## src/design/lfl_pkg.sv

```systemverilog
// Shared types, constants and register map for the line follow / lift controller.
`timescale 1ns / 1ps

package lfl_pkg;

  localparam int SAMPLE_BITS  = 12;
  localparam int LANE_SAMPLES = 4;
  localparam int GROUP_BITS   = SAMPLE_BITS * LANE_SAMPLES;
  localparam int SUM_BITS     = SAMPLE_BITS + $clog2(LANE_SAMPLES);
  localparam int AVG_SHIFT    = $clog2(LANE_SAMPLES);
  localparam int BASE_BITS    = 10;
  localparam int DUTY_BITS    = 8;
  localparam int MAGNET_BITS  = 12;
  localparam int RANGE_BITS   = 16;
  localparam int WAIT_BITS    = 4;
  localparam int TICK_BITS    = 5;
  localparam int CFG_IDX_BITS = 3;
  localparam int CFG_DATA_BITS = 16;

  localparam logic [DUTY_BITS-1:0] DUTY_FULL = '1;
  localparam logic [DUTY_BITS-1:0] DUTY_OFF  = '0;

  localparam logic [BASE_BITS-1:0]   APPROACH_BASE_RST    = 10'd270;
  localparam logic [BASE_BITS-1:0]   FOLLOW_BASE_RST      = 10'd260;
  localparam logic [MAGNET_BITS-1:0] MAGNET_THRESHOLD_RST = 12'd100;
  localparam logic [RANGE_BITS-1:0]  RANGE_MIN_RST        = 16'd20;
  localparam logic [RANGE_BITS-1:0]  RANGE_MAX_RST        = 16'd500;
  localparam logic [WAIT_BITS-1:0]   ECHO_WAIT_RST        = 4'd3;

  typedef enum logic [2:0] {
    MODE_IDLE     = 3'd0,
    MODE_APPROACH = 3'd1,
    MODE_LIFT     = 3'd2,
    MODE_WAIT     = 3'd3,
    MODE_FOLLOW   = 3'd4
  } lfl_mode_t;

  typedef enum logic [CFG_IDX_BITS-1:0] {
    REG_APPROACH_BASE    = 3'd0,
    REG_FOLLOW_BASE      = 3'd1,
    REG_MAGNET_THRESHOLD = 3'd2,
    REG_RANGE_MIN        = 3'd3,
    REG_RANGE_MAX        = 3'd4,
    REG_ECHO_WAIT        = 3'd5
  } lfl_reg_t;

  typedef struct packed {
    logic [BASE_BITS-1:0]   approach_base;
    logic [BASE_BITS-1:0]   follow_base;
    logic [MAGNET_BITS-1:0] magnet_threshold;
    logic [RANGE_BITS-1:0]  range_min;
    logic [RANGE_BITS-1:0]  range_max;
    logic [WAIT_BITS-1:0]   echo_wait;
  } lfl_cfg_t;

  typedef struct packed {
    logic [GROUP_BITS-1:0]  left_samples;
    logic [GROUP_BITS-1:0]  right_samples;
    logic [MAGNET_BITS-1:0] magnet_level;
    logic                   button_event;
    logic                   lift_reed_event;
    logic                   return_reed_event;
    logic [RANGE_BITS-1:0]  range_reading;
  } lfl_in_t;

  typedef struct packed {
    logic [DUTY_BITS-1:0]  left_duty;
    logic [DUTY_BITS-1:0]  right_duty;
    logic [DUTY_BITS-1:0]  lift_up_duty;
    logic [DUTY_BITS-1:0]  lift_down_duty;
    logic                  indicator;
    logic [2:0]            mode_now;
    logic                  ping_request;
    logic                  range_valid;
    logic [RANGE_BITS-1:0] range_out;
  } lfl_out_t;

  typedef struct packed {
    lfl_mode_t            mode;
    logic [BASE_BITS-1:0] wheel_base;
  } lfl_status_t;

endpackage

```

## src/design/lfl_stream_if.sv

```systemverilog
// Valid/ready channel interfaces for sensor beats and result beats.
`timescale 1ns / 1ps

interface lfl_in_if;
  import lfl_pkg::*;
  logic    valid;
  logic    ready;
  lfl_in_t payload;
  modport source (output valid, output payload, input ready);
  modport sink   (input valid, input payload, output ready);
endinterface

interface lfl_out_if;
  import lfl_pkg::*;
  logic     valid;
  logic     ready;
  lfl_out_t payload;
  modport source (output valid, output payload, input ready);
  modport sink   (input valid, input payload, output ready);
endinterface

```

## src/design/line_follow_lift_mode_controller.sv

```systemverilog
// Top level: config registers, two wheel lanes, mode merge stage and result register.
//
//  channel  dir  handshake            payload
//  sensor   in   valid/ready          lfl_in_t  (samples, magnet, events, range)
//  result   out  valid/ready          lfl_out_t (duties, led, mode, ping, range)
//  cfg      in   cfg_we, no stall     cfg_index, cfg_data
//
// One sensor beat per cycle while the result register is empty or being drained; its result is registered and
// appears in the cycle after acceptance, held in the single result register after the mode merge stage.
// A new beat is taken while the held result is being taken by the sink.
// rst (synchronous) clears mode state, flags, levels and the result valid, and reloads the config reset values.
`timescale 1ns / 1ps

module line_follow_lift_mode_controller
  import lfl_pkg::*;
(
  input  logic                     clk,
  input  logic                     rst,
  lfl_in_if.sink                   sensor,
  lfl_out_if.source                result,
  input  logic                     cfg_we,
  input  logic [CFG_IDX_BITS-1:0]  cfg_index,
  input  logic [CFG_DATA_BITS-1:0] cfg_data
);

  lfl_cfg_t             cfg;
  lfl_status_t          status;
  lfl_out_t             merged;
  lfl_out_t             res_q;
  logic                 res_valid;
  logic                 fire;
  logic [DUTY_BITS-1:0] left_duty, right_duty;

  always_ff @(posedge clk) begin
    if (rst) begin
      cfg.approach_base    <= APPROACH_BASE_RST;
      cfg.follow_base      <= FOLLOW_BASE_RST;
      cfg.magnet_threshold <= MAGNET_THRESHOLD_RST;
      cfg.range_min        <= RANGE_MIN_RST;
      cfg.range_max        <= RANGE_MAX_RST;
      cfg.echo_wait        <= ECHO_WAIT_RST;
    end else if (cfg_we) begin
      case (lfl_reg_t'(cfg_index))
        REG_APPROACH_BASE:    cfg.approach_base    <= cfg_data[BASE_BITS-1:0];
        REG_FOLLOW_BASE:      cfg.follow_base      <= cfg_data[BASE_BITS-1:0];
        REG_MAGNET_THRESHOLD: cfg.magnet_threshold <= cfg_data[MAGNET_BITS-1:0];
        REG_RANGE_MIN:        cfg.range_min        <= cfg_data[RANGE_BITS-1:0];
        REG_RANGE_MAX:        cfg.range_max        <= cfg_data[RANGE_BITS-1:0];
        REG_ECHO_WAIT:        cfg.echo_wait        <= cfg_data[WAIT_BITS-1:0];
        default: ;
      endcase
    end
  end

  assign sensor.ready = !res_valid || result.ready;
  assign fire         = sensor.valid && sensor.ready;

  lfl_lane u_lane_left (
    .base    (status.wheel_base),
    .samples (sensor.payload.left_samples),
    .duty    (left_duty)
  );

  lfl_lane u_lane_right (
    .base    (status.wheel_base),
    .samples (sensor.payload.right_samples),
    .duty    (right_duty)
  );

  lfl_mode_ctrl u_mode (
    .clk             (clk),
    .rst             (rst),
    .fire            (fire),
    .item            (sensor.payload),
    .cfg             (cfg),
    .lane_left_duty  (left_duty),
    .lane_right_duty (right_duty),
    .status          (status),
    .result          (merged)
  );

  always_ff @(posedge clk) begin
    if (rst) begin
      res_valid <= 1'b0;
    end else if (fire) begin
      res_valid <= 1'b1;
    end else if (result.ready) begin
      res_valid <= 1'b0;
    end
  end

  always_ff @(posedge clk) begin
    if (fire) begin
      res_q <= merged;
    end
  end

  assign result.valid   = res_valid;
  assign result.payload = res_q;

  a_range_in_limits: assert property (@(posedge clk) disable iff (rst)
    res_valid && res_q.range_valid |->
      res_q.range_out >= cfg.range_min && res_q.range_out <= cfg.range_max)
    else $error("reported range outside limits");

  a_lift_wheels_off: assert property (@(posedge clk) disable iff (rst)
    fire && status.mode == MODE_LIFT |=>
      res_q.left_duty == DUTY_OFF && res_q.right_duty == DUTY_OFF &&
      res_q.lift_up_duty == DUTY_FULL)
    else $error("lift beat did not stop wheels and raise");

  a_ping_from_follow: assert property (@(posedge clk) disable iff (rst)
    fire && status.mode != MODE_FOLLOW |=> !res_q.ping_request && !res_q.range_valid)
    else $error("ping or range outside follow mode");

  a_reset_empty: assert property (@(posedge clk) rst |=> !res_valid)
    else $error("result valid after reset");

endmodule

```

## src/design/lfl_lane.sv

```systemverilog
// One wheel lane: base minus the average of four line samples, low byte.
`timescale 1ns / 1ps

module lfl_lane
  import lfl_pkg::*;
(
  input  logic [BASE_BITS-1:0]  base,
  input  logic [GROUP_BITS-1:0] samples,
  output logic [DUTY_BITS-1:0]  duty
);

  logic [SUM_BITS-1:0]    sum;
  logic [SAMPLE_BITS-1:0] avg;

  always_comb begin
    sum = '0;
    for (int k = 0; k < LANE_SAMPLES; k++) begin
      sum = sum + SUM_BITS'(samples[k*SAMPLE_BITS +: SAMPLE_BITS]);
    end
  end

  assign avg  = SAMPLE_BITS'(sum >> AVG_SHIFT);
  assign duty = base[DUTY_BITS-1:0] - avg[DUTY_BITS-1:0];

endmodule

```

## src/design/lfl_mode_ctrl.sv

```systemverilog
// Mode machine and merge stage: combines lane duties with lift, led and range logic.
`timescale 1ns / 1ps

module lfl_mode_ctrl
  import lfl_pkg::*;
(
  input  logic                 clk,
  input  logic                 rst,
  input  logic                 fire,
  input  lfl_in_t              item,
  input  lfl_cfg_t             cfg,
  input  logic [DUTY_BITS-1:0] lane_left_duty,
  input  logic [DUTY_BITS-1:0] lane_right_duty,
  output lfl_status_t          status,
  output lfl_out_t             result
);

  lfl_mode_t             mode, mode_next;
  logic                  button_pending, button_pending_next;
  logic                  lift_done_flag, lift_done_flag_next;
  logic                  return_done_flag, return_done_flag_next;
  logic                  ping_outstanding, ping_outstanding_next;
  logic [TICK_BITS-1:0]  echo_ticks, echo_ticks_next;
  logic [DUTY_BITS-1:0]  raise_level, raise_level_next;
  logic [DUTY_BITS-1:0]  lower_level, lower_level_next;
  logic                  led_level, led_level_next;

  logic btn_seen, lift_seen, return_seen, due, in_limits;

  assign btn_seen  = button_pending | item.button_event;
  assign due       = (echo_ticks == TICK_BITS'(cfg.echo_wait));
  assign in_limits = (item.range_reading >= cfg.range_min) &&
                     (item.range_reading <= cfg.range_max);

  always_comb begin
    lift_seen   = lift_done_flag;
    return_seen = return_done_flag;
    if (mode == MODE_LIFT && item.lift_reed_event) begin
      lift_seen   = 1'b1;
      return_seen = 1'b0;
    end
    if (mode == MODE_WAIT && item.return_reed_event) begin
      lift_seen   = 1'b0;
      return_seen = 1'b1;
    end
  end

  always_comb begin
    mode_next             = mode;
    button_pending_next   = btn_seen;
    lift_done_flag_next   = lift_seen;
    return_done_flag_next = return_seen;
    ping_outstanding_next = ping_outstanding;
    echo_ticks_next       = echo_ticks;
    raise_level_next      = raise_level;
    lower_level_next      = lower_level;
    led_level_next        = led_level;
    unique case (mode)
      MODE_APPROACH: begin
        if (item.magnet_level >= cfg.magnet_threshold) begin
          mode_next = MODE_LIFT;
        end
        if (btn_seen) begin
          button_pending_next = 1'b0;
          mode_next           = MODE_IDLE;
        end
        led_level_next = 1'b0;
      end
      MODE_LIFT: begin
        raise_level_next = DUTY_FULL;
        lower_level_next = DUTY_OFF;
        if (lift_seen) begin
          mode_next = MODE_WAIT;
        end
        led_level_next = 1'b1;
      end
      MODE_WAIT: begin
        raise_level_next = DUTY_OFF;
        lower_level_next = DUTY_FULL;
        if (return_seen) begin
          lower_level_next = DUTY_OFF;
          mode_next        = MODE_FOLLOW;
        end
      end
      MODE_FOLLOW: begin
        led_level_next        = 1'b0;
        ping_outstanding_next = 1'b1;
        if (ping_outstanding) begin
          echo_ticks_next = echo_ticks + 1'b1;
        end
        if (due) begin
          ping_outstanding_next = 1'b0;
          echo_ticks_next       = '0;
        end
        if (btn_seen) begin
          button_pending_next = 1'b0;
          mode_next           = MODE_IDLE;
        end
      end
      default: begin
        led_level_next      = 1'b1;
        mode_next           = btn_seen ? MODE_APPROACH : MODE_IDLE;
        button_pending_next = 1'b0;
      end
    endcase
  end

  always_comb begin
    result                = '0;
    result.lift_up_duty   = raise_level_next;
    result.lift_down_duty = lower_level_next;
    result.indicator      = led_level_next;
    result.mode_now       = mode_next;
    unique case (mode)
      MODE_APPROACH: begin
        result.left_duty  = lane_left_duty;
        result.right_duty = lane_right_duty;
      end
      MODE_FOLLOW: begin
        result.left_duty    = lane_left_duty;
        result.right_duty   = lane_right_duty;
        result.ping_request = !ping_outstanding;
        result.range_valid  = due && in_limits;
        result.range_out    = (due && in_limits) ? item.range_reading : '0;
      end
      default: begin
        result.left_duty  = DUTY_OFF;
        result.right_duty = DUTY_OFF;
      end
    endcase
  end

  assign status.mode       = mode;
  assign status.wheel_base = (mode == MODE_FOLLOW) ? cfg.follow_base : cfg.approach_base;

  always_ff @(posedge clk) begin
    if (rst) begin
      mode             <= MODE_IDLE;
      button_pending   <= 1'b0;
      lift_done_flag   <= 1'b0;
      return_done_flag <= 1'b0;
      ping_outstanding <= 1'b0;
      echo_ticks       <= '0;
      raise_level      <= '0;
      lower_level      <= '0;
      led_level        <= 1'b0;
    end else if (fire) begin
      mode             <= mode_next;
      button_pending   <= button_pending_next;
      lift_done_flag   <= lift_done_flag_next;
      return_done_flag <= return_done_flag_next;
      ping_outstanding <= ping_outstanding_next;
      echo_ticks       <= echo_ticks_next;
      raise_level      <= raise_level_next;
      lower_level      <= lower_level_next;
      led_level        <= led_level_next;
    end
  end

endmodule

```

## src/flat_wrapper.sv

```systemverilog
// flat-port wrapper written by rule: the top's interface ports become plain ports
module line_follow_lift_mode_controller_flat import lfl_pkg::*;
  (clk, rst, cfg_we, cfg_index, cfg_data, sensor_valid, sensor_payload, sensor_ready, result_valid, result_payload, result_ready);
  lfl_in_if sensor_i ();
  lfl_out_if result_i ();
  input  logic clk;
  input  logic rst;
  input  logic cfg_we;
  input  logic [CFG_IDX_BITS-1:0] cfg_index;
  input  logic [CFG_DATA_BITS-1:0] cfg_data;
  input wire logic [$bits(sensor_i.valid)-1:0] sensor_valid;
  input wire logic [$bits(sensor_i.payload)-1:0] sensor_payload;
  output wire logic [$bits(sensor_i.ready)-1:0] sensor_ready;
  output wire logic [$bits(result_i.valid)-1:0] result_valid;
  output wire logic [$bits(result_i.payload)-1:0] result_payload;
  input wire logic [$bits(result_i.ready)-1:0] result_ready;
  assign sensor_i.valid = sensor_valid;
  assign sensor_i.payload = sensor_payload;
  assign sensor_ready = sensor_i.ready;
  assign result_valid = result_i.valid;
  assign result_payload = result_i.payload;
  assign result_i.ready = result_ready;
  line_follow_lift_mode_controller u_core (.clk(clk), .rst(rst), .sensor(sensor_i), .result(result_i), .cfg_we(cfg_we), .cfg_index(cfg_index), .cfg_data(cfg_data));
endmodule
```

## config.mk

```make
export PLATFORM = sky130hd
export DESIGN_NAME = line_follow_lift_mode_controller_flat
export DESIGN_NICKNAME = d
export VERILOG_FILES = /design/src/design/lfl_pkg.sv /design/src/design/lfl_stream_if.sv /design/src/design/line_follow_lift_mode_controller.sv /design/src/design/lfl_lane.sv /design/src/design/lfl_mode_ctrl.sv /design/src/flat_wrapper.sv
export SDC_FILE = /design/constraint.sdc
export NUM_CORES = 1
export LEC_CHECK = 0
export ABC_AREA = 1
export BUFFER_PORTS_ARGS = -buffer_cell sky130_fd_sc_hd__clkbuf_2
export CAP_MARGIN = 10
export CORE_MARGIN = 3
export CORE_UTILIZATION = 30
export DETAILED_ROUTE_END_ITERATION = 10
export SYNTH_ARGS = -nofsm -noshare
export SYNTH_HDL_FRONTEND = slang
export SYNTH_SLANG_ARGS = --single-unit
```

## constraint.sdc

```tcl
create_clock -name clk -period 3.75 [get_ports clk]
set_clock_uncertainty 0.2 [all_clocks]
set_input_delay 0.5625 -clock clk [delete_from_list [all_inputs] [get_ports clk]]
set_output_delay 0.5625 -clock clk [all_outputs]
set_load 0.005 [all_outputs]
```

==> run_summary.xml <==
<?xml version="1.0" encoding="UTF-8"?>
<metrics>
  <group name="outcome">
    <metric name="outcome" unit="">complete, but fails checks</metric>
    <metric name="failed_checks" unit="">setup timing</metric>
  </group>
  <group name="synth">
    <metric name="post_synth_edffs" unit="">54</metric>
    <metric name="synth_cell_type_count" unit="">36</metric>
    <metric name="synth.avg_cell_area" unit="um2">7.98</metric>
    <metric name="synth_largest_type_area_fraction" unit="%">20.1</metric>
    <metric name="yosys-top-cells-area" unit="">sky130_fd_sc_hd__dfxtp_1 20%, sky130_fd_sc_hd__edfxtp_1 17%, sky130_fd_sc_hd__inv_1 10%</metric>
    <metric name="yosys_most_used_dff" unit="">sky130_fd_sc_hd__dfxtp_1</metric>
    <metric name="synth_cells" unit="">1174</metric>
    <metric name="post-synth-top-count-cell" unit="">sky130_fd_sc_hd__inv_1</metric>
    <metric name="yosys-top-cells-count" unit="">252 x sky130_fd_sc_hd__inv_1, 193 x sky130_fd_sc_hd__nand2_1, 111 x sky130_fd_sc_hd__a21oi_1</metric>
    <metric name="synth.ff_latch_count" unit="">148</metric>
    <metric name="yosysTopAreaCell" unit="">sky130_fd_sc_hd__dfxtp_1</metric>
    <metric name="syn-num-nets" unit="">1436</metric>
    <metric name="synth.yosys.seq_area_share" unit="%">37.4</metric>
    <metric name="yosysWarnings" unit="">0</metric>
    <metric name="synthesis.area" unit="um2">9370</metric>
    <metric name="synth_async_sr_flop_share" unit="%">0</metric>
  </group>
  <group name="route">
    <metric name="dr.first_iter.drc_count" unit="">362</metric>
    <metric name="post_drt_via_cell_ratio" unit="">4.40</metric>
    <metric name="vias" unit="">7969</metric>
    <metric name="finalWirelength" unit="um">22200</metric>
    <metric name="route.detailed.drc" unit="">0</metric>
    <metric name="post_drt_wl_per_cell" unit="um">12.2</metric>
    <metric name="detailedRoute.firstPassIterationCount" unit="">5</metric>
    <metric name="final_antenna_net_count" unit="">0</metric>
  </group>
  <group name="place">
    <metric name="post-place-ws" unit="ns">-0.442</metric>
    <metric name="detailed_placement_wirelength_estimate" unit="um">17200</metric>
    <metric name="place.detailed.instances" unit="">1780</metric>
    <metric name="port_buffers" unit="">190</metric>
    <metric name="globalplace.congestion" unit="">0.810</metric>
  </group>
  <group name="power_and_ir_drop">
    <metric name="power.ir.vdd_worst" unit="mV">0.249</metric>
    <metric name="power.static_leakage" unit="nW">6.04</metric>
    <metric name="pwr_density_cell" unit="nW/um2">513</metric>
  </group>
  <group name="setup_path">
    <metric name="crit_path_max_fanout" unit="">4</metric>
    <metric name="worst_path_top_cell_family_by_delay" unit="">adder cells</metric>
    <metric name="crit_arrival" unit="ns">3.74</metric>
    <metric name="slowest_stage" unit="">sky130_fd_sc_hd__fa_1</metric>
    <metric name="cp_cell_sequence" unit="">buf_6, inv_4, fa_1, inv_1, fa_1, nand2_2, nor2_4, fa_2, nand3_2, nand2_2, a21oi_2, o21ai_1, xor2_1, ha_1, nand2_1, inv_1, nand2_1, nand2_1, a21oi_2, nand2b_4, nand2_2, nor2_1, nor2_1</metric>
    <metric name="critical_path.endpoint_type" unit="">flip-flop</metric>
    <metric name="critical_path_class" unit="">input pin to flip-flop</metric>
    <metric name="rrSetupSlack" unit="ns">0.99</metric>
    <metric name="max_stage_delay" unit="ns">0.53</metric>
    <metric name="cp-start-kind" unit="">input pin</metric>
    <metric name="critical_path.n_buffers_inverters" unit="">4</metric>
    <metric name="crit_path_required_time" unit="ns">3.73</metric>
  </group>
  <group name="flow_run">
    <metric name="maxCapViolCount" unit="">0</metric>
  </group>
  <group name="sta">
    <metric name="timing.final.ws_setup" unit="ns">-0.0109</metric>
    <metric name="fin_setup_tns" unit="ns">-0.0109</metric>
    <metric name="finalCriticalPeriod" unit="ns">3.76</metric>
    <metric name="max_slew.worst_pin.slew" unit="ns">0.685</metric>
    <metric name="timing.slew.headroom" unit="%">53.9</metric>
    <metric name="final-max-slew-violation-count" unit="">0</metric>
    <metric name="crit_share_post_route" unit="%">100</metric>
    <metric name="setup_repair_after_global_routing_missed_its_margin" unit="">yes</metric>
    <metric name="fmaxAchievable" unit="MHz">266</metric>
    <metric name="final-setup-viol-count" unit="">1</metric>
    <metric name="hold_viol_final" unit="">0</metric>
  </group>
  <group name="clock_tree">
    <metric name="clock_tree.buffer_depth" unit="">2</metric>
    <metric name="cts_num_sinks" unit="">148</metric>
    <metric name="tritoncts" unit="">yes</metric>
    <metric name="cts_inserted_buffers" unit="">17</metric>
    <metric name="cts_root_buffer" unit="">sky130_fd_sc_hd__clkbuf_16</metric>
    <metric name="htree_levels" unit="">4</metric>
    <metric name="worstSkewPairLatency" unit="ns">0.43</metric>
    <metric name="worst_setup_hold_path_clk_slew" unit="ns">0.06</metric>
  </group>
  <group name="die">
    <metric name="floorplan.initialDensity" unit="%">30.5</metric>
    <metric name="die_width" unit="um">183</metric>
    <metric name="die_area" unit="um2">33400</metric>
    <metric name="rows" unit="">64</metric>
    <metric name="die_height" unit="um">183</metric>
    <metric name="design.core.area" unit="um2">30700</metric>
    <metric name="number_of_top_level_pins" unit="">207</metric>
  </group>
  <group name="grt">
    <metric name="grt_start_max_net_pins" unit="">78</metric>
    <metric name="grt_first_pass_wirelength" unit="um">36500</metric>
    <metric name="grtUsageMet2" unit="%">22.4</metric>
    <metric name="grt.met3_usage" unit="%">2.59</metric>
    <metric name="grt_resource_usage_total" unit="%">13.4</metric>
    <metric name="grt-ovfl-total" unit="">0</metric>
    <metric name="grt_pass1_vias" unit="">7602</metric>
    <metric name="grt-busiest-layer" unit="">met2</metric>
    <metric name="antenna_found_initial" unit="">1</metric>
    <metric name="grt.met1_usage" unit="%">17.5</metric>
  </group>
  <group name="layout">
    <metric name="num_antenna_cells" unit="">0</metric>
    <metric name="drive_above_1_share" unit="%">23.2</metric>
    <metric name="fin_nets" unit="">1666</metric>
    <metric name="finish.cell_count_without_fillers" unit="">1813</metric>
    <metric name="finish.utilization" unit="%">38.7</metric>
    <metric name="syn_to_final_growth" unit="%">26.8</metric>
  </group>
  <group name="min_path">
    <metric name="min_delay_path_class" unit="">input pin to flip-flop</metric>
  </group>
</metrics>
==> path summary, 6_finish.rpt <==
check | start | end | cells after the start
max reg2reg | u_core.u_mode.mode[0] | u_core.result.payload[52] | 17
max | sensor_payload[56] | u_core.result.payload[45] | 23
min reg2reg | u_core.cfg[31] | u_core.cfg[31] | 2
min | cfg_data[8] | u_core.cfg[12] | 3
==> worst reg2reg max path, stage by stage, from the launching register on <==
cell and delay, ns:
sky130_fd_sc_hd__dfxtp_1 0.39, sky130_fd_sc_hd__inv_2 0.09, sky130_fd_sc_hd__nand3_2 0.11, sky130_fd_sc_hd__buf_4 0.25
sky130_fd_sc_hd__inv_2 0.15, sky130_fd_sc_hd__nand2_1 0.08, sky130_fd_sc_hd__nand2_1 0.18, sky130_fd_sc_hd__fa_2 0.44
sky130_fd_sc_hd__nand2_1 0.07, sky130_fd_sc_hd__inv_1 0.05, sky130_fd_sc_hd__o21ai_2 0.11, sky130_fd_sc_hd__nand2_2 0.07
sky130_fd_sc_hd__nand2_1 0.06, sky130_fd_sc_hd__nand2_1 0.05, sky130_fd_sc_hd__nand2_1 0.07, sky130_fd_sc_hd__nand2_1 0.05
sky130_fd_sc_hd__nand2_1 0.05, sky130_fd_sc_hd__a21oi_1 0.05
==> cells by family (layout without fill, tap and decap cells) <==
group,count (synthesis),after routing,share of synthesized area [%]
mux,1,1,0.107
compound gates,228,228,12.8
xor+xnor,30,30,2.81
flops,148,148,37.4
fa+ha+maj,111,111,17.9
buf+inv,286,529,11.6
simple gates,370,370,17.5
==> metrics by stage <==
step / cell area, um2 / total power, mW / hold WS (ns)
2_1_floorplan: 9420 / 3.29 / 0.225
3_3_place_gp: 11100 / 4.06 / 0.239
3_5_place_dp: 11100 / 4.11 / 0.244
4_1_cts: 11800 / 6.06 / 0.207
5_1_grt: 11900 / 6.58 / 0.255
6_report: 11900 / 6.10 / 0.225
==> report_power, final <==
part / leakage [nW] / internal (mW) / switching, mW / total, mW
clock: 0.316 / 1.24 / 0.682 / 1.92
sequential: 1.31 / 1.81 / 0.0413 / 1.85
combinational: 4.42 / 1.09 / 1.23 / 2.33
==> cells in the final DEF (no fill, tap or decap), drive strengths merged <==
cell type and instances:
inv 259, clkbuf 210, nand2 195, a21oi 111
nor2 108, dfxtp 94, o21ai 94, ha 73
edfxtp 54, nand3 51, buf 46, fa 38
xnor2 16, xor2 14, nand4 11, o211ai 10
clkinv 6, a21o 5, bufinv 5, a31oi 3
clkinvlp 3, nor3 3, o21bai 2, nand2b 2
a22oi 1, mux2i 1, o22ai 1, o211a 1
==> per-layer routing <==
layer | routed length [um] | vias to the layer above
li1 | - | 4187
met1 | 10000 | 3587
met2 | 10700 | 171
met3 | 1120 | 22
met4 | 357 | 2
met5 | 9 | -
==> area by class of cell <==
cell class,instances,area (um2)
Fill cell,3109,18800
Tap cell,396,495
Multi-Input combinational cell,740,4920
Inverter,262,986
Clock inverter,11,199
Sequential cell,148,3500
Clock buffer,21,470
Timing Repair Buffer,235,1310
==> state kept, by name (all words and copies together) (netlist names) <==
| signal | cells |
|---|---|
| u_core.u_mode.lift_done_flag | 1 |
| u_core.u_mode.led_level | 1 |
| u_core.cfg | 64 |
| u_core.u_mode.return_done_flag | 1 |
| u_core.u_mode.raise_level | 8 |
| u_core.u_mode.mode | 3 |
| u_core.u_mode.echo_ticks | 5 |
| u_core.result.payload | 54 |
| u_core.u_mode.button_pending | 1 |
| u_core.u_mode.ping_outstanding | 1 |
| u_core.u_mode.lower_level | 8 |
| u_core.result.valid | 1 |
==> timing repair <==
item / in CTS / in global routing
hold buffers: 0 / 0
endpoints found under the setup margin: 0 / 8
buffers inserted: 0 / 1
gates resized for setup: 0 / 23
Note: power is estimated with default switching activity, not from simulation.
